**src/design/iso_date_parse_day_number_unit_macros.svh**
```systemverilog
// Assertion macros for the ISO date parser with day-number output.
// Included by modules that check their own logic; needs no package.
`ifndef ISO_DATE_PARSE_DAY_NUMBER_UNIT_MACROS_SVH
`define ISO_DATE_PARSE_DAY_NUMBER_UNIT_MACROS_SVH

// Same-cycle implication.
`define ISO_DP_ASSERT_IMP(name, clk, rst_n, ante, cons, msg) \
	name: assert property (@(posedge clk) disable iff (!rst_n) (ante) |-> (cons)) \
		else $error(msg);

// Next-cycle implication.
`define ISO_DP_ASSERT_NXT(name, clk, rst_n, ante, cons, msg) \
	name: assert property (@(posedge clk) disable iff (!rst_n) (ante) |=> (cons)) \
		else $error(msg);

`endif

```
**src/design/iso_dp_pkg.sv**
```systemverilog
// Package for the ISO date parser: widths, codes, the parsed-date record and
// calendar tables. No dependencies.
`timescale 1ns / 1ps

package iso_dp_pkg;

	localparam int YEAR_BITS = 16;

	localparam int CH_W      = 8;
	localparam int STATUS_W  = 3;
	localparam int YEAR_W    = 16;
	localparam int MONTH_W   = 4;
	localparam int DAY_W     = 5;
	localparam int DAY_NUM_W = 25;

	localparam logic [YEAR_BITS-1:0] ACC_MAX = {YEAR_BITS{1'b1}};

	// x / 25 for x < 2**(YEAR_BITS-2) as (x * DIV_MUL) >> DIV_SHIFT
	localparam int DIV_SHIFT = YEAR_BITS + 3;
	localparam longint unsigned DIV_MUL = ((64'd1 << DIV_SHIFT) + 64'd24) / 64'd25;
	localparam int REC_W  = $clog2(DIV_MUL + 1);
	localparam int PROD_W = YEAR_BITS - 2 + REC_W;
	localparam int Q_W    = PROD_W - DIV_SHIFT;

	// 365*y plus leap days and day of year
	localparam int DN_W = YEAR_BITS + 9;

	localparam int QDEPTH = 4;
	localparam int QPTR_W = $clog2(QDEPTH);
	localparam int QCNT_W = $clog2(QDEPTH + 1);

	localparam logic [CH_W-1:0] CH_NUL    = 8'h00;
	localparam logic [CH_W-1:0] CH_HYPHEN = 8'h2D;
	localparam logic [CH_W-1:0] CH_ZERO   = 8'h30;
	localparam logic [CH_W-1:0] CH_NINE   = 8'h39;

	localparam logic [MONTH_W-1:0] MONTH_FEB = 4'd2;
	localparam logic [MONTH_W-1:0] MONTH_DEC = 4'd12;

	typedef enum logic [STATUS_W-1:0] {
		ST_OK        = 3'd0,
		ST_MALFORMED = 3'd1,
		ST_YEAR_BAD  = 3'd2,
		ST_MONTH_BAD = 3'd3,
		ST_DAY_BAD   = 3'd4
	} status_t;

	typedef enum logic [1:0] {
		FLD_YEAR  = 2'd0,
		FLD_MONTH = 2'd1,
		FLD_DAY   = 2'd2
	} field_t;

	typedef struct packed {
		logic                 bad_syntax;
		logic                 year_sat;
		logic [YEAR_BITS-1:0] year;
		logic [MONTH_W-1:0]   month;
		logic                 day_sat;
		logic [YEAR_BITS-1:0] day;
	} date_rec_t;

	function automatic logic [4:0] month_len(input logic [MONTH_W-1:0] m, input logic leap);
		logic [4:0] len;
		case (m)
			4'd1, 4'd3, 4'd5, 4'd7, 4'd8, 4'd10, 4'd12: len = 5'd31;
			4'd4, 4'd6, 4'd9, 4'd11:                    len = 5'd30;
			4'd2:                                       len = leap ? 5'd29 : 5'd28;
			default:                                    len = 5'd0;
		endcase
		return len;
	endfunction

	function automatic logic [8:0] days_before(input logic [MONTH_W-1:0] m);
		logic [8:0] db;
		case (m)
			4'd1:    db = 9'd0;
			4'd2:    db = 9'd31;
			4'd3:    db = 9'd59;
			4'd4:    db = 9'd90;
			4'd5:    db = 9'd120;
			4'd6:    db = 9'd151;
			4'd7:    db = 9'd181;
			4'd8:    db = 9'd212;
			4'd9:    db = 9'd243;
			4'd10:   db = 9'd273;
			4'd11:   db = 9'd304;
			4'd12:   db = 9'd334;
			default: db = 9'd0;
		endcase
		return db;
	endfunction

endpackage

```
**src/design/iso_dp_char_if.sv**
```systemverilog
// Byte channel of the ISO date parser: valid/ready plus one string byte.
// Depends on iso_dp_pkg.
`timescale 1ns / 1ps

interface iso_dp_char_if import iso_dp_pkg::*; ();
	logic            valid;
	logic            ready;
	logic [CH_W-1:0] ch;

	modport source (output valid, output ch, input ready);
	modport sink (input valid, input ch, output ready);
endinterface

```
**src/design/iso_dp_result_if.sv**
```systemverilog
// Result channel of the ISO date parser: valid/ready plus status and date.
// Depends on iso_dp_pkg.
`timescale 1ns / 1ps

interface iso_dp_result_if import iso_dp_pkg::*; ();
	logic                 valid;
	logic                 ready;
	logic [STATUS_W-1:0]  status;
	logic [YEAR_W-1:0]    year;
	logic [MONTH_W-1:0]   month;
	logic [DAY_W-1:0]     day;
	logic [DAY_NUM_W-1:0] day_number;

	modport source (output valid, output status, output year, output month,
		output day, output day_number, input ready);
	modport sink (input valid, input status, input year, input month,
		input day, input day_number, output ready);
endinterface

```
**src/design/iso_dp_front.sv**
```systemverilog
// Front end: takes string bytes, accumulates decimal fields, tracks syntax
// and pushes one date record per terminator. Depends on iso_dp_pkg, macros.
`timescale 1ns / 1ps
`include "iso_date_parse_day_number_unit_macros.svh"

module iso_dp_front import iso_dp_pkg::*; (
	input  logic            clk,
	input  logic            arst_n,
	iso_dp_char_if.sink     chars,
	input  logic            q_full,
	output logic            q_push,
	output date_rec_t       q_rec
);

	field_t               fld_q, fld_d;
	logic [YEAR_BITS-1:0] acc_q, acc_d;
	logic                 sat_q, sat_d;
	logic                 seen_q, seen_d;
	logic                 mal_q, mal_d;
	logic [YEAR_BITS-1:0] hyear_q, hyear_d;
	logic                 hysat_q, hysat_d;
	logic [MONTH_W-1:0]   hmonth_q, hmonth_d;

	logic                 xfer;
	logic                 is_nul;
	logic                 is_digit;
	logic                 hyphen_ok;
	logic [YEAR_BITS+3:0] acc_x10;

	assign chars.ready = !q_full;
	assign xfer        = chars.valid && chars.ready;
	assign is_nul      = (chars.ch == CH_NUL);
	assign q_push      = xfer && is_nul;

	always_comb begin
		is_digit  = (chars.ch inside {[CH_ZERO:CH_NINE]});
		hyphen_ok = (chars.ch == CH_HYPHEN) && (fld_q != FLD_DAY) && seen_q;
		acc_x10   = {acc_q, 3'b000} + {2'b00, acc_q, 1'b0}
			+ (YEAR_BITS+4)'(chars.ch[3:0]);

		q_rec.bad_syntax = mal_q || (fld_q != FLD_DAY) || !seen_q;
		q_rec.year_sat   = hysat_q;
		q_rec.year       = hyear_q;
		q_rec.month      = hmonth_q;
		q_rec.day_sat    = sat_q;
		q_rec.day        = acc_q;

		fld_d    = fld_q;
		acc_d    = acc_q;
		sat_d    = sat_q;
		seen_d   = seen_q;
		mal_d    = mal_q;
		hyear_d  = hyear_q;
		hysat_d  = hysat_q;
		hmonth_d = hmonth_q;

		if (xfer) begin
			if (is_nul) begin
				fld_d    = FLD_YEAR;
				acc_d    = '0;
				sat_d    = 1'b0;
				seen_d   = 1'b0;
				mal_d    = 1'b0;
				hyear_d  = '0;
				hysat_d  = 1'b0;
				hmonth_d = '0;
			end else if (!mal_q) begin
				if (is_digit) begin
					seen_d = 1'b1;
					if (sat_q || (|acc_x10[YEAR_BITS+3:YEAR_BITS])) begin
						acc_d = ACC_MAX;
						sat_d = 1'b1;
					end else begin
						acc_d = acc_x10[YEAR_BITS-1:0];
					end
				end else if (hyphen_ok) begin
					if (fld_q == FLD_YEAR) begin
						hyear_d = acc_q;
						hysat_d = sat_q;
						fld_d   = FLD_MONTH;
					end else begin
						hmonth_d = (!sat_q && acc_q >= YEAR_BITS'(1) && acc_q <= YEAR_BITS'(12))
							? acc_q[MONTH_W-1:0] : '0;
						fld_d    = FLD_DAY;
					end
					acc_d  = '0;
					sat_d  = 1'b0;
					seen_d = 1'b0;
				end else begin
					mal_d = 1'b1;
				end
			end
		end
	end

	always_ff @(posedge clk or negedge arst_n) begin
		if (!arst_n) begin
			fld_q    <= FLD_YEAR;
			acc_q    <= '0;
			sat_q    <= 1'b0;
			seen_q   <= 1'b0;
			mal_q    <= 1'b0;
			hyear_q  <= '0;
			hysat_q  <= 1'b0;
			hmonth_q <= '0;
		end else begin
			fld_q    <= fld_d;
			acc_q    <= acc_d;
			sat_q    <= sat_d;
			seen_q   <= seen_d;
			mal_q    <= mal_d;
			hyear_q  <= hyear_d;
			hysat_q  <= hysat_d;
			hmonth_q <= hmonth_d;
		end
	end

	`ISO_DP_ASSERT_NXT(a_front_clear, clk, arst_n, q_push,
		fld_q == FLD_YEAR && !mal_q && !seen_q && !sat_q, "front not cleared after terminator")
	`ISO_DP_ASSERT_IMP(a_front_month, clk, arst_n, 1'b1,
		hmonth_q <= MONTH_DEC, "held month out of range")
	`ISO_DP_ASSERT_IMP(a_front_sat, clk, arst_n, sat_q,
		acc_q == ACC_MAX && seen_q, "saturated field without max value")

endmodule

```
**src/design/iso_dp_queue.sv**
```systemverilog
// Small register queue of date records between front and back.
// Depends on iso_dp_pkg, macros.
`timescale 1ns / 1ps
`include "iso_date_parse_day_number_unit_macros.svh"

module iso_dp_queue import iso_dp_pkg::*; (
	input  logic      clk,
	input  logic      arst_n,
	input  logic      push,
	input  date_rec_t wr_rec,
	output logic      full,
	input  logic      pop,
	output logic      rd_valid,
	output date_rec_t rd_rec
);

	date_rec_t          mem_q [QDEPTH];
	logic [QPTR_W-1:0]  wr_ptr_q;
	logic [QPTR_W-1:0]  rd_ptr_q;
	logic [QCNT_W-1:0]  count_q;
	logic               do_pop;

	assign full     = (count_q == QCNT_W'(QDEPTH));
	assign rd_valid = (count_q != '0);
	assign rd_rec   = mem_q[rd_ptr_q];
	assign do_pop   = pop && rd_valid;

	always_ff @(posedge clk) begin
		if (push && !full) begin
			mem_q[wr_ptr_q] <= wr_rec;
		end
	end

	always_ff @(posedge clk or negedge arst_n) begin
		if (!arst_n) begin
			wr_ptr_q <= '0;
			rd_ptr_q <= '0;
			count_q  <= '0;
		end else begin
			if (push && !full) begin
				wr_ptr_q <= wr_ptr_q + QPTR_W'(1);
			end
			if (do_pop) begin
				rd_ptr_q <= rd_ptr_q + QPTR_W'(1);
			end
			case ({push && !full, do_pop})
				2'b10:   count_q <= count_q + QCNT_W'(1);
				2'b01:   count_q <= count_q - QCNT_W'(1);
				default: count_q <= count_q;
			endcase
		end
	end

	`ISO_DP_ASSERT_IMP(a_q_bound, clk, arst_n, 1'b1,
		count_q <= QCNT_W'(QDEPTH), "queue count past depth")
	`ISO_DP_ASSERT_IMP(a_q_no_overrun, clk, arst_n, push,
		!full, "transfer into full queue")
	`ISO_DP_ASSERT_IMP(a_q_ptr_gap, clk, arst_n, 1'b1,
		QPTR_W'(wr_ptr_q - rd_ptr_q) == count_q[QPTR_W-1:0], "pointer gap disagrees with count")

endmodule

```
**src/design/iso_dp_back.sv**
```systemverilog
// Back end: checks a date record and computes the day number in three
// stages, the last one being the output register. Depends on iso_dp_pkg, macros.
`timescale 1ns / 1ps
`include "iso_date_parse_day_number_unit_macros.svh"

module iso_dp_back import iso_dp_pkg::*; (
	input  logic            clk,
	input  logic            arst_n,
	input  logic            q_valid,
	input  date_rec_t       q_rec,
	output logic            q_pop,
	iso_dp_result_if.source results
);

	logic                 en;

	logic                 v_s1;
	date_rec_t            rec_s1;
	logic [PROD_W-1:0]    p100_s1, p400_s1, y100_s1, y400_s1;

	logic                 v_s2;
	status_t              st_s2;
	date_rec_t            rec_s2;
	logic [DN_W-1:0]      y365_s2, lsum_s2, dpart_s2;

	logic                 v_s3;
	status_t              st_s3;
	logic [YEAR_W-1:0]    year_s3;
	logic [MONTH_W-1:0]   month_s3;
	logic [DAY_W-1:0]     day_s3;
	logic [DAY_NUM_W-1:0] dn_s3;

	logic [YEAR_BITS-1:0] p_yr;
	logic [Q_W-1:0]       q100p, q400p, q100y, q400y;
	logic                 leap;
	logic [4:0]           mlen;
	status_t              st_c;
	logic [DN_W-1:0]      dn_c;

	assign en    = !v_s3 || results.ready;
	assign q_pop = q_valid && en;
	assign p_yr  = q_rec.year - YEAR_BITS'(1);

	always_comb begin
		q100p = p100_s1[PROD_W-1:DIV_SHIFT];
		q400p = p400_s1[PROD_W-1:DIV_SHIFT];
		q100y = y100_s1[PROD_W-1:DIV_SHIFT];
		q400y = y400_s1[PROD_W-1:DIV_SHIFT];
		leap  = (rec_s1.year[1:0] == 2'b00) && ((q100y == q100p) || (q400y != q400p));
		mlen  = month_len(rec_s1.month, leap);
		if (rec_s1.bad_syntax) begin
			st_c = ST_MALFORMED;
		end else if (rec_s1.year_sat || rec_s1.year == '0) begin
			st_c = ST_YEAR_BAD;
		end else if (rec_s1.month == '0 || rec_s1.month > MONTH_DEC) begin
			st_c = ST_MONTH_BAD;
		end else if (rec_s1.day_sat || rec_s1.day == '0
			|| rec_s1.day > YEAR_BITS'(mlen)) begin
			st_c = ST_DAY_BAD;
		end else begin
			st_c = ST_OK;
		end
		dn_c = y365_s2 + lsum_s2 + dpart_s2;
	end

	always_ff @(posedge clk) begin
		if (en) begin
			rec_s1  <= q_rec;
			p100_s1 <= PROD_W'(p_yr[YEAR_BITS-1:2]) * PROD_W'(DIV_MUL);
			p400_s1 <= PROD_W'(p_yr[YEAR_BITS-1:4]) * PROD_W'(DIV_MUL);
			y100_s1 <= PROD_W'(q_rec.year[YEAR_BITS-1:2]) * PROD_W'(DIV_MUL);
			y400_s1 <= PROD_W'(q_rec.year[YEAR_BITS-1:4]) * PROD_W'(DIV_MUL);

			st_s2     <= st_c;
			rec_s2    <= rec_s1;
			y365_s2   <= DN_W'(rec_s1.year) * DN_W'(365);
			lsum_s2   <= DN_W'((rec_s1.year - YEAR_BITS'(1)) >> 2)
				- DN_W'(q100p) + DN_W'(q400p);
			dpart_s2  <= DN_W'(days_before(rec_s1.month))
				+ DN_W'(leap && rec_s1.month > MONTH_FEB)
				+ DN_W'(rec_s1.day) - DN_W'(1);

			st_s3    <= st_s2;
			year_s3  <= (st_s2 == ST_OK) ? YEAR_W'(rec_s2.year) : '0;
			month_s3 <= (st_s2 == ST_OK) ? rec_s2.month : '0;
			day_s3   <= (st_s2 == ST_OK) ? DAY_W'(rec_s2.day) : '0;
			dn_s3    <= (st_s2 == ST_OK) ? DAY_NUM_W'(dn_c) : '0;
		end
	end

	always_ff @(posedge clk or negedge arst_n) begin
		if (!arst_n) begin
			v_s1 <= 1'b0;
			v_s2 <= 1'b0;
			v_s3 <= 1'b0;
		end else if (en) begin
			v_s1 <= q_valid;
			v_s2 <= v_s1;
			v_s3 <= v_s2;
		end
	end

	assign results.valid      = v_s3;
	assign results.status     = st_s3;
	assign results.year       = year_s3;
	assign results.month      = month_s3;
	assign results.day        = day_s3;
	assign results.day_number = dn_s3;

	`ISO_DP_ASSERT_IMP(a_back_ok_fields, clk, arst_n, v_s3 && st_s3 == ST_OK,
		month_s3 != '0 && day_s3 != '0 && year_s3 != '0, "ok result with empty date")
	`ISO_DP_ASSERT_IMP(a_back_bad_zero, clk, arst_n, v_s3 && st_s3 != ST_OK,
		dn_s3 == '0 && year_s3 == '0 && month_s3 == '0, "failed result with date")
	`ISO_DP_ASSERT_NXT(a_back_hold, clk, arst_n, v_s3 && !results.ready,
		v_s3 && $stable(st_s3) && $stable(dn_s3), "result changed while stalled")

endmodule

```
**src/design/iso_date_parse_day_number_unit.sv**
```systemverilog
// ISO date parser top level: front end, record queue and back end.
// Depends on iso_dp_pkg, the channel interfaces and the three submodules.
//
// Usage: the chars channel carries one byte per transfer of a string
// "year-month-day" ended by a zero byte. Bytes other than the zero byte
// produce nothing; each zero byte produces one transfer on the results
// channel with status, year, month, day and day_number (date fields are
// zero unless status is ok).
// Throughput: one byte per cycle while the record queue is not full, and one
// result per cycle while results.ready is high. Path: record queue, s1 product
// stage, s2 check and partial-sum stage, s3 output register with the day number.
// Reset (arst_n low) clears the parser state, the queue and the pipeline
// valid bits; the block is ready in the first cycle after release.
// When the receiver holds ready low the back end stalls in place; the
// four-entry record queue keeps taking bytes until it is full of pending
// strings, and only then is chars.ready dropped.
`timescale 1ns / 1ps

module iso_date_parse_day_number_unit import iso_dp_pkg::*; (
	input  logic            clk,
	input  logic            arst_n,
	iso_dp_char_if.sink     chars,
	iso_dp_result_if.source results
);

	logic      q_full;
	logic      q_push;
	date_rec_t q_wr_rec;
	logic      q_pop;
	logic      q_valid;
	date_rec_t q_rd_rec;

	iso_dp_front u_front (
		.clk    (clk),
		.arst_n (arst_n),
		.chars  (chars),
		.q_full (q_full),
		.q_push (q_push),
		.q_rec  (q_wr_rec)
	);

	iso_dp_queue u_queue (
		.clk      (clk),
		.arst_n   (arst_n),
		.push     (q_push),
		.wr_rec   (q_wr_rec),
		.full     (q_full),
		.pop      (q_pop),
		.rd_valid (q_valid),
		.rd_rec   (q_rd_rec)
	);

	iso_dp_back u_back (
		.clk     (clk),
		.arst_n  (arst_n),
		.q_valid (q_valid),
		.q_rec   (q_rd_rec),
		.q_pop   (q_pop),
		.results (results)
	);

endmodule

```
**src/flat_wrapper.sv**
```systemverilog
// flat-port wrapper written by rule: the top's interface ports become plain ports
module iso_date_parse_day_number_unit_flat import iso_dp_pkg::*;
  (clk, arst_n, chars_valid, chars_ch, chars_ready, results_valid, results_status, results_year, results_month, results_day, results_day_number, results_ready);
  iso_dp_char_if chars_i ();
  iso_dp_result_if results_i ();
  input  logic clk;
  input  logic arst_n;
  input wire logic [$bits(chars_i.valid)-1:0] chars_valid;
  input wire logic [$bits(chars_i.ch)-1:0] chars_ch;
  output wire logic [$bits(chars_i.ready)-1:0] chars_ready;
  output wire logic [$bits(results_i.valid)-1:0] results_valid;
  output wire logic [$bits(results_i.status)-1:0] results_status;
  output wire logic [$bits(results_i.year)-1:0] results_year;
  output wire logic [$bits(results_i.month)-1:0] results_month;
  output wire logic [$bits(results_i.day)-1:0] results_day;
  output wire logic [$bits(results_i.day_number)-1:0] results_day_number;
  input wire logic [$bits(results_i.ready)-1:0] results_ready;
  assign chars_i.valid = chars_valid;
  assign chars_i.ch = chars_ch;
  assign chars_ready = chars_i.ready;
  assign results_valid = results_i.valid;
  assign results_status = results_i.status;
  assign results_year = results_i.year;
  assign results_month = results_i.month;
  assign results_day = results_i.day;
  assign results_day_number = results_i.day_number;
  assign results_i.ready = results_ready;
  iso_date_parse_day_number_unit u_core (.clk(clk), .arst_n(arst_n), .chars(chars_i), .results(results_i));
endmodule
```
**config.mk**
```make
export PLATFORM = sky130hd
export DESIGN_NAME = iso_date_parse_day_number_unit_flat
export DESIGN_NICKNAME = d
export VERILOG_FILES = /design/src/design/iso_dp_pkg.sv /design/src/design/iso_dp_char_if.sv /design/src/design/iso_dp_result_if.sv /design/src/design/iso_dp_front.sv /design/src/design/iso_dp_queue.sv /design/src/design/iso_dp_back.sv /design/src/design/iso_date_parse_day_number_unit.sv /design/src/flat_wrapper.sv
export VERILOG_INCLUDE_DIRS = /design/src /design/src/design
export SDC_FILE = /design/constraint.sdc
export NUM_CORES = 1
export LEC_CHECK = 0
export ABC_AREA = 1
export BUFFER_PORTS_ARGS = -buffer_cell sky130_fd_sc_hd__buf_2
export CAP_MARGIN = 20
export CORE_MARGIN = 5
export CORE_UTILIZATION = 41
export CTS_CLUSTER_DIAMETER = 30
export DETAILED_ROUTE_END_ITERATION = 16
export HOLD_SLACK_MARGIN = 0.12
export PLACE_DENSITY_LB_ADDON = 0.1
export SETUP_SLACK_MARGIN = 0.2
export SLEW_MARGIN = 20
export SYNTH_ARGS = -nofsm -noshare
export SYNTH_HDL_FRONTEND = slang
export SYNTH_SLANG_ARGS = --single-unit
```
**constraint.sdc**
```tcl
create_clock -name clk -period 17.5 [get_ports clk]
set_input_delay 5.25 -clock clk [delete_from_list [all_inputs] [get_ports clk]]
set_output_delay 5.25 -clock clk [all_outputs]
set_load 0.03 [all_outputs]
```
### After elaboration in Yosys (flattened, before gate mapping)

Memory sizes are Yosys's and may differ from the RTL's. A register that Yosys moved wholly into a read port is not among the register bits.
Cells that the tools add are included.

* $add $sub $neg: 15
* multipliers: 5
* order comparisons: 7
* eq/ne operators: 23
* mux-type cells: 48
* reduce and logical (&&, ||, !) cells: 46

Operator list (number)
* 16-bit two-way mux: 10
* 14-bit by 13-bit multiplier with 27-bit output, second input constant: 2
* 25-bit adder: 2
* 12-bit by 13-bit multiplier with 25-bit output, second input constant: 2
* 16-bit zero test: 2
* 4-bit two-way mux: 7
* 24-bit by 9-bit adder with 25-bit output: 1
* 16-bit by 9-bit multiplier with 25-bit output, second input constant: 1
* 23-bit by 10-bit subtractor with 24-bit output: 1
* 19-bit by 17-bit adder with 20-bit output: 1
* 20-bit by 4-bit adder with 20-bit output: 1
* 4-bit equality test, second input constant: 5
* 1-bit two-way mux: 20
* 17-bit by 1-bit subtractor with 18-bit output, second input constant: 1
* 10-bit by 16-bit adder with 17-bit output: 1
* 16-bit by 1-bit subtractor with 17-bit output, second input constant: 1
* 4-bit by 3-bit equality test with 1-bit output, second input constant: 4
* 16-bit by 1-bit >= comparator with 1-bit output, second input constant: 1
* 16-bit by 5-bit greater-than comparator with 1-bit output: 1
* 16-bit by 4-bit <= comparator with 1-bit output, second input constant: 1
* 16-bit by 1-bit subtractor with 16-bit output, second input constant: 1
* 5-bit one-hot mux with 3 select lines: 1
* 2-bit two-way mux: 7
* 1-bit logical AND: 12
* 36 further kinds: 58

* bits in registers: 351
* bits in writable memories: 156
* memory bits (read-only): 144
* memories: 2

Memories
* u_core.u_queue.mem_q: depth 4, width 39, rd ports 1, clocked after memory_dff 0, wr ports 1, line iso_dp_queue.sv:17 `date_rec_t mem_q [QDEPTH];`
* (no name shown): depth 16, width 9, rd ports 1, clocked after memory_dff 1, wr ports 0, line iso_dp_pkg.sv:76 `case (m)`

### Longest topological paths before layout

Gate-level depths: netlist of the first run.

* word-level depth: 10
* mapped depth: 40
* mapped depth without buffers: 36

### Cells and area by module

A second synthesis of the first run with hierarchy kept.

* cell total of the unflattened synthesis: 3938
* area, all modules: 37587.3 µm²

Modules (own cells, without submodules)
* iso_dp_back: times used 1, cells an instance 3001, area each 27827.9 µm²
* iso_dp_queue: times used 1, cells an instance 516, area each 6676.4 µm²
* iso_dp_front: times used 1, cells an instance 421, area each 3083.0 µm²

### Worst setup path after synthesis of the first run

No wires, ideal clock.

* kind: input -> register
* start: in results_ready
* end: reg with a tool-made name
* data arrival time: 14418 ps
* data required time: 17364 ps
* path slack: 2946 ps
* cell stages on the path: 7
* buffers on the path: 1
* cell sequence: nor2_1 > inv_1 > clkbuf_1 > o21ai_0 > ha_1 > nand3_1 > nand3_1

RTL lines
* start: declaration: line flat_wrapper.sv:17 `input wire logic [$bits(results_i.ready)-1:0] results_ready;`

==> results.cfg, run 1 <==
[finish]
fin_nets = 4652
area_delta_synth_final_pct = 14.38
drive_above_1_share = 0.08435

[die]
core_area_um2 = 88510
fp.dieW_um = 308.7
start_util = 0.4132
die_h_um = 308.7
io-pin-count = 67
die_area_um2 = 95260
rows = 109

[global_route]
grt_max_degree = 82
grt_pass1_wl_um = 146600
grt_usage = 0.1965
grt_pass1_vias = 26260
antenna_found_initial = 7
overflow = 0

[synthesis]
synth_flop_cell = edfxtp_1
synth-edff-count = 378
ys_ff_latch = 439
synth_cells = 3690
synth_warnings = 0
synth.yosys.seq_area_share = 0.3509
synthArstFlopShare = 0.1185
synth_cell_types = 60
synth_nets = 4499
synth.avg_cell_area_um2 = 9.910
synthesis.area_um2 = 36570

[clocking]
hold_buffers = 0
root_buffer = clkbuf_16
cts_setup_buffers = 0
clk_pin_slew_ns = 0.05
cts.sinks = 439
cts_tree = yes
cts_buffers = 95
clk_latency_ns = 0.66
clockBufferDepth = 3
cts-resized-gates = 0
htreeDepth = 3

[detailed_routing]
wl_um = 91800
ant_nets = 0
drcViolationCount = 0
vias_per_cell = 4.944
vias = 25170
first_pass_iters = 5
drt-wirelength-per-cell_um = 18.04
drt_iter0_markers = 1440

[timing]
post-route-min-period_ns = 9.281
period_share = 0.5303
setup_viol = 0
drv_slew = 0
worstMarginPinSlew_ns = 1.155
slew_headroom = 0.2244
rsz0062_at_grt = false
final.setup.tns_ns = 0
fmax_mhz = 107.7
fin_skew_ns = 0.06068
hold_violations = 0

[worst_setup_path]
required_ns = 17.85
cp.arrival_ns = 9.63
cp_max_fo = 81
cpMostUsedCell = inv_1
regToRegEndpoint = u_core.u_back.p400_s1[24]$_DFFE_PN_
startpoint = u_core.u_queue.rd_ptr_q[0]$_DFFE_PN0P_
crit_path_end_kind = flop
r2r_start = u_core.u_queue.rd_ptr_q[0]$_DFFE_PN0P_
cp_slowest_cell = inv_4
slowest_delay_ns = 0.72
ff2ff_setup_slack_ns = 8.22
r2r_cells = 30
start_kind = flop
worstSetupPathType = flop to flop
crit_end = u_core.u_back.p400_s1[24]$_DFFE_PN_

[run]
maxCapViolCount = 0

[placed_design]
portBuffers = 66
routabilityCongestion = 0.8601
hpwl_um = 71990

[min_path]
hold_path_class = flop to flop

[run_status]
status = completed
-- worst max-delay path: cells and delay by family, from the launching register on --
family	cells	cell delay (ns)
xor+xnor	2	0.76
fa+ha+maj	7	3.02
flops	1	0.38
simple gates	7	0.97
buf+inv	9	2.00
compound gates	5	1.78
-- area by class of cell --
type	instances	area, µm²
tap	1165	1458
timing repair buffer	94	540.5
antenna	1	2.502
clock buffer	105	2445
inverter	773	2912
fill	8491	46680
multi-input combinational	2440	20700
clock inverter	73	932.1
sequential	439	12830
-- synth_stat cells (all sizes together), types with 21 or more instances --
library cell	count	area share
edfxtp	378	0.31
o21ai	204	0.028
nand3	119	0.018
a21o	25	0.0051
inv	772	0.079
ha	506	0.17
xor2	105	0.025
clkbuf	21	0.0022
fa	291	0.16
nand4	28	0.0048
nand2	506	0.054
xnor2	35	0.0084
a21oi	203	0.028
nor2	226	0.025
nor3	33	0.0048
dfrtp	52	0.036
-- through the flow --
stage	instances	hold WS (ns)	setup slack, ns	util	area [µm²]
6_report	5090	0.4563	8.219	0.4726	41830
5_1_grt	5089	0.5047	7.384	0.4725	41820
4_1_cts	5089	0.4621	8.199	0.4724	41810
3_5_place_dp	4911	0.4496	8.258	0.4342	38430
3_3_place_gp	4911	0.4402	8.349	0.4342	38430
2_1_floorplan	3690	0.4198	2.946	-	36570
-- state kept, by name, indices dropped and copies added (netlist names), 10 cells and up, named ones only --
register	flops
u_core.u_back.results.day_number	25
u_core.u_front.hyear_q	16
u_core.u_back.p100_s1	10
u_core.u_back.y100_s1	10
u_core.u_front.acc_q	16
u_core.u_queue.mem_q	156
u_core.u_back.dpart_s2	18
u_core.u_back.rec_s1	39
u_core.u_back.rec_s2	25
u_core.u_back.lsum_s2	25
u_core.u_back.results.year	16
u_core.u_back.y365_s2	23
-- layout by cell type, fill, tap and decap left out, types with 10 or more instances in the layout --
| cell type | netlist | routed |
|---|---|---|
| a21boi_0 | 10 | 10 |
| a21o_1 | 25 | 25 |
| a21oi_1 | 202 | 202 |
| a31oi_1 | 16 | 16 |
| a32oi_1 | 14 | 14 |
| buf_2 | 10 | 66 |
| buf_4 | 4 | 28 |
| bufinv_16 | 0 | 11 |
| clkbuf_16 | 0 | 95 |
| clkinv_2 | 0 | 13 |
| clkinv_4 | 0 | 16 |
| clkinvlp_4 | 0 | 13 |
| dfrtp_1 | 52 | 51 |
| edfxtp_1 | 378 | 378 |
| fa_1 | 291 | 291 |
| ha_1 | 506 | 506 |
| inv_1 | 767 | 765 |
| nand2_1 | 483 | 483 |
| nand2_2 | 20 | 20 |
| nand3_1 | 110 | 110 |
| nand4_1 | 28 | 28 |
| nor2_1 | 214 | 210 |
| nor2_4 | 9 | 13 |
| nor3_1 | 32 | 31 |
| nor4_1 | 16 | 16 |
| o21a_1 | 11 | 11 |
| o21ai_0 | 197 | 197 |
| o22ai_1 | 20 | 20 |
| xnor2_1 | 35 | 35 |
| xor2_1 | 105 | 103 |
-- layer usage --
metal	GRT usage	part of all wire	vias to the layer above
met3	0.02800	0.036	113
met4	0.04267	0.021	4
met5	0	0.00034	-
met2	0.3189	0.46	426
li1	-	-	12520
met1	0.2830	0.49	12100
-- cells by family after synthesis --
family | Yosys count | share of synthesized area
AOI/OAI and AO/OA | 552 | 0.08537
xor gates and xnor gates | 140 | 0.03353
adders and majority gates | 797 | 0.3324
buffers and inverters | 811 | 0.08431
DFF | 439 | 0.3509
and+or+nand+nor | 951 | 0.1135
-- worst min path at each step --
stage / slack, ns / from / end / cells after the start
floorplan: 0.42 / u_core.u_back.v_s2$_DFFE_PN0N_ / u_core.u_back.results.valid$_DFFE_PN0N_ / 2
global placement: 0.44 / u_core.u_back.v_s2$_DFFE_PN0N_ / u_core.u_back.results.valid$_DFFE_PN0N_ / 2
detailed placement: 0.45 / u_core.u_back.v_s2$_DFFE_PN0N_ / u_core.u_back.results.valid$_DFFE_PN0N_ / 2
CTS: 0.46 / u_core.u_back.v_s2$_DFFE_PN0N_ / u_core.u_back.results.valid$_DFFE_PN0N_ / 2
global route: 0.50 / u_core.u_back.v_s2$_DFFE_PN0N_ / u_core.u_back.results.valid$_DFFE_PN0N_ / 2
finish: 0.46 / u_core.u_back.v_s2$_DFFE_PN0N_ / u_core.u_back.results.valid$_DFFE_PN0N_ / 2
Power of run 1 is not shown: default switching activity piles up to over one toggle a cycle in this logic, so the estimate is an artifact.
==> run 2: changes to the inputs <==
--- a/config.mk
+++ b/config.mk
@@ -6,7 +6,7 @@
 export SDC_FILE = /design/constraint.sdc
 export NUM_CORES = 1
 export LEC_CHECK = 0
-export ABC_AREA = 1
+export ABC_AREA = 0
 export BUFFER_PORTS_ARGS = -buffer_cell sky130_fd_sc_hd__buf_2
 export CAP_MARGIN = 20
 export CORE_MARGIN = 5
==> constraint.sdc (replaced) <==
create_clock -name clk -period 9.6 [get_ports clk]
set_input_delay 2.88 -clock clk [delete_from_list [all_inputs] [get_ports clk]]
set_output_delay 2.88 -clock clk [all_outputs]
set_load 0.03 [all_outputs]
==> run 2 against run 1 <==
Net effect: hold slack improved by 0.0076 ns; sequential share of layout area rose by 1.5 points; synthesized cell count fell by 23%; final area fell by 4.8%; routed wire length fell by 15%; via count fell by 16%; non-clock buffer count rose by 1; register-to-register slack got worse by 7.3 ns; critical path depth fell by 3.
==> results.cfg, run 2 <==
[run_status]
status = completed

[clocking]
cts_buffers = 102
cts_tree = yes
htreeDepth = 3
clockBufferDepth = 3
clk_pin_slew_ns = 0.05
cts-resized-gates = 0
root_buffer = clkbuf_16
hold_buffers = 0
clk_latency_ns = 0.67
cts_setup_buffers = 0
cts.sinks = 439

[finish]
n_fill_cell = 7420
largest_reg_flops = 156
final_common_cell = inv_1
layout_common_cells = 590 x inv_1, 506 x ha_1, 378 x edfxtp_1
fin_nets = 3836
top_regs = u_core.u_queue.mem_q x156, u_core.u_back.rec_s1 x39
seqCellArea_um2 = 12830
multi_input_area_um2 = 19250
area_delta_synth_final_pct = 15.88
drive_above_1_share = 0.1114
top_register = u_core.u_queue.mem_q

[detailed_routing]
wl_um = 78350
vias = 21260
drt_iter0_markers = 1000
drt-wirelength-per-cell_um = 18.67
first_pass_iters = 6
drcViolationCount = 0
ant_nets = 0
vias_per_cell = 5.066

[global_route]
antenna_found_initial = 1
overflow = 0
grt_pass1_vias = 23200
grt_max_degree = 145
grt_usage = 0.1781
grt_pass1_wl_um = 126500

[timing]
slew_headroom = 0.3494
fin_skew_ns = 0.04958
setup_viol = 0
final.setup.tns_ns = 0
hold_violations = 0
post-route-min-period_ns = 8.691
fmax_mhz = 115.1
period_share = 0.9053
drv_slew = 0
worstMarginPinSlew_ns = 0.9760
rsz0062_at_grt = false

[die]
io-pin-count = 67
start_util = 0.4120
die_area_um2 = 89720
die_h_um = 299.5
fp.dieW_um = 299.5
rows = 106
core_area_um2 = 83420

[synthesis]
synthesis.area_um2 = 34370
synth_cells = 2853
synthArstFlopShare = 0.1185
synth-edff-count = 378
synth_top_area_frac = 0.3303
ys_ff_latch = 439
synth.avg_cell_area_um2 = 12.05
synthTopCellsByCount = 590 x inv_1, 506 x ha_1, 378 x edfxtp_1
synth.yosys.seq_area_share = 0.3734
yosys.cell_count.top_type = inv_1
synth_warnings = 0
synth_cell_types = 77
synth_flop_cell = edfxtp_1
synth_top_area_cell = edfxtp_1
synth_nets = 3662
yosys-top-cells-area = edfxtp_1 33%, ha_1 18%, fa_1 17%

[run]
maxCapViolCount = 0

[worst_setup_path]
crit_path_end_kind = flop
start_kind = flop
cp.arrival_ns = 9.10
worstSetupPathType = flop to flop
cp_max_fo = 14
required_ns = 10.01

[placed_design]
hpwl_um = 61770
portBuffers = 66
routabilityCongestion = 0.8797

[min_path]
hold_path_class = flop to flop
[run 2: cell count changes in the layout (fill, tap and decap cells not counted), sizes merged, moves of 43 or more]
cell	change
o21ai	-138
nor2	-119
a21oi	-114
inv	-186
xor2	-43
xnor2	+55
nand3	-95
nand2	-420
[run 2: logic make-up (layout without fill, tap and decap cells)]
| family | Yosys count | count (layout) | share of synthesized area |
|---|---|---|---|
| adder cells (fa/ha/maj) | 798 | 798 | 0.3540 |
| buffers and inverters | 615 | 877 | 0.06742 |
| flip-flops | 439 | 439 | 0.3734 |
| AND/OR/NAND/NOR | 408 | 408 | 0.06014 |
| AO/OA/AOI/OAI | 392 | 392 | 0.07751 |
| XOR/XNOR | 152 | 152 | 0.03895 |
| multiplexers | 49 | 49 | 0.02858 |
| other | 0 | 1 | 0 |
[run 2: per-layer routing]
layer / track usage / vias to the layer above / routed length (µm)
met2: 0.3040 / 365 / 37870
met5: 0 / - / 0
met1: 0.2384 / 10590 / 35800
li1: - / 10180 / -
met4: 0.04601 / 0 / 1703
met3: 0.02825 / 122 / 2983
[run 2: cell type report]
cell class | count | share of cell area
diodes | 1 | 0.00006283
inverters | 590 | 0.05561
clock inverters | 84 | 0.02617
repair buffers | 95 | 0.01407
flip-flops and latches | 439 | 0.3222
well taps | 1080 | 0.03393
multi-input cells | 1799 | 0.4833
clock buffers | 108 | 0.06465
[run 2: worst max-delay path, cell delays in order (launching register included)]
cell,delay [ns]
dfrtp_2,0.51
buf_4,0.36
mux4_2,0.75
inv_1,0.26
ha_1,0.18
o31a_1,0.25
nand4_1,0.26
xnor2_2,0.59
ha_1,0.39
inv_1,0.14
ha_1,0.28
fa_1,0.51
inv_1,0.06
fa_1,0.53
inv_1,0.06
fa_1,0.52
inv_1,0.05
fa_1,0.53
inv_1,0.04
ha_1,0.28
and4_1,0.25
nand3_1,0.09
o32a_1,0.40
a311oi_1,0.34
o21ai_0,0.18
a21boi_0,0.30
a21boi_0,0.16
xor2_1,0.16
[run 2: path summary, 6_finish.rpt]
path                                                        start                                      end  slack (ns)  cells past startpoint
min reg2reg                        u_core.u_back.v_s2$_DFFE_PN0N_  u_core.u_back.results.valid$_DFFE_PN0N_        0.46                      1
max reg2reg                u_core.u_queue.rd_ptr_q[0]$_DFFE_PN0P_      u_core.u_back.p400_s1[26]$_DFFE_PN_        0.91                     27
max                        u_core.u_queue.rd_ptr_q[0]$_DFFE_PN0P_      u_core.u_back.p400_s1[26]$_DFFE_PN_        0.91                     27
max in group asynchronous                                  arst_n   u_core.u_queue.rd_ptr_q[0]$_DFFE_PN0P_        6.71                      2
min                                u_core.u_back.v_s2$_DFFE_PN0N_  u_core.u_back.results.valid$_DFFE_PN0N_        0.46                      1
min in group asynchronous                                  arst_n   u_core.u_queue.rd_ptr_q[0]$_DFFE_PN0P_        2.38                      2
[run 2: through the flow]
stage | utilization | cell area, µm² | instances | setup WS, ns | hold slack, ns
final | 0.4774 | 39830 | 4196 | 0.9087 | 0.4639
after global routing | 0.4774 | 39820 | 4195 | 0.2837 | 0.4843
after CTS | 0.4773 | 39820 | 4195 | 0.8560 | 0.4686
after detailed placement | 0.4340 | 36200 | 4003 | 0.8673 | 0.4483
after global placement | 0.4340 | 36200 | 4003 | 1.022 | 0.4520
after floorplan | - | 34370 | 2853 | 0.5783 | 0.4264
Power of run 2 is left out for the same reason.
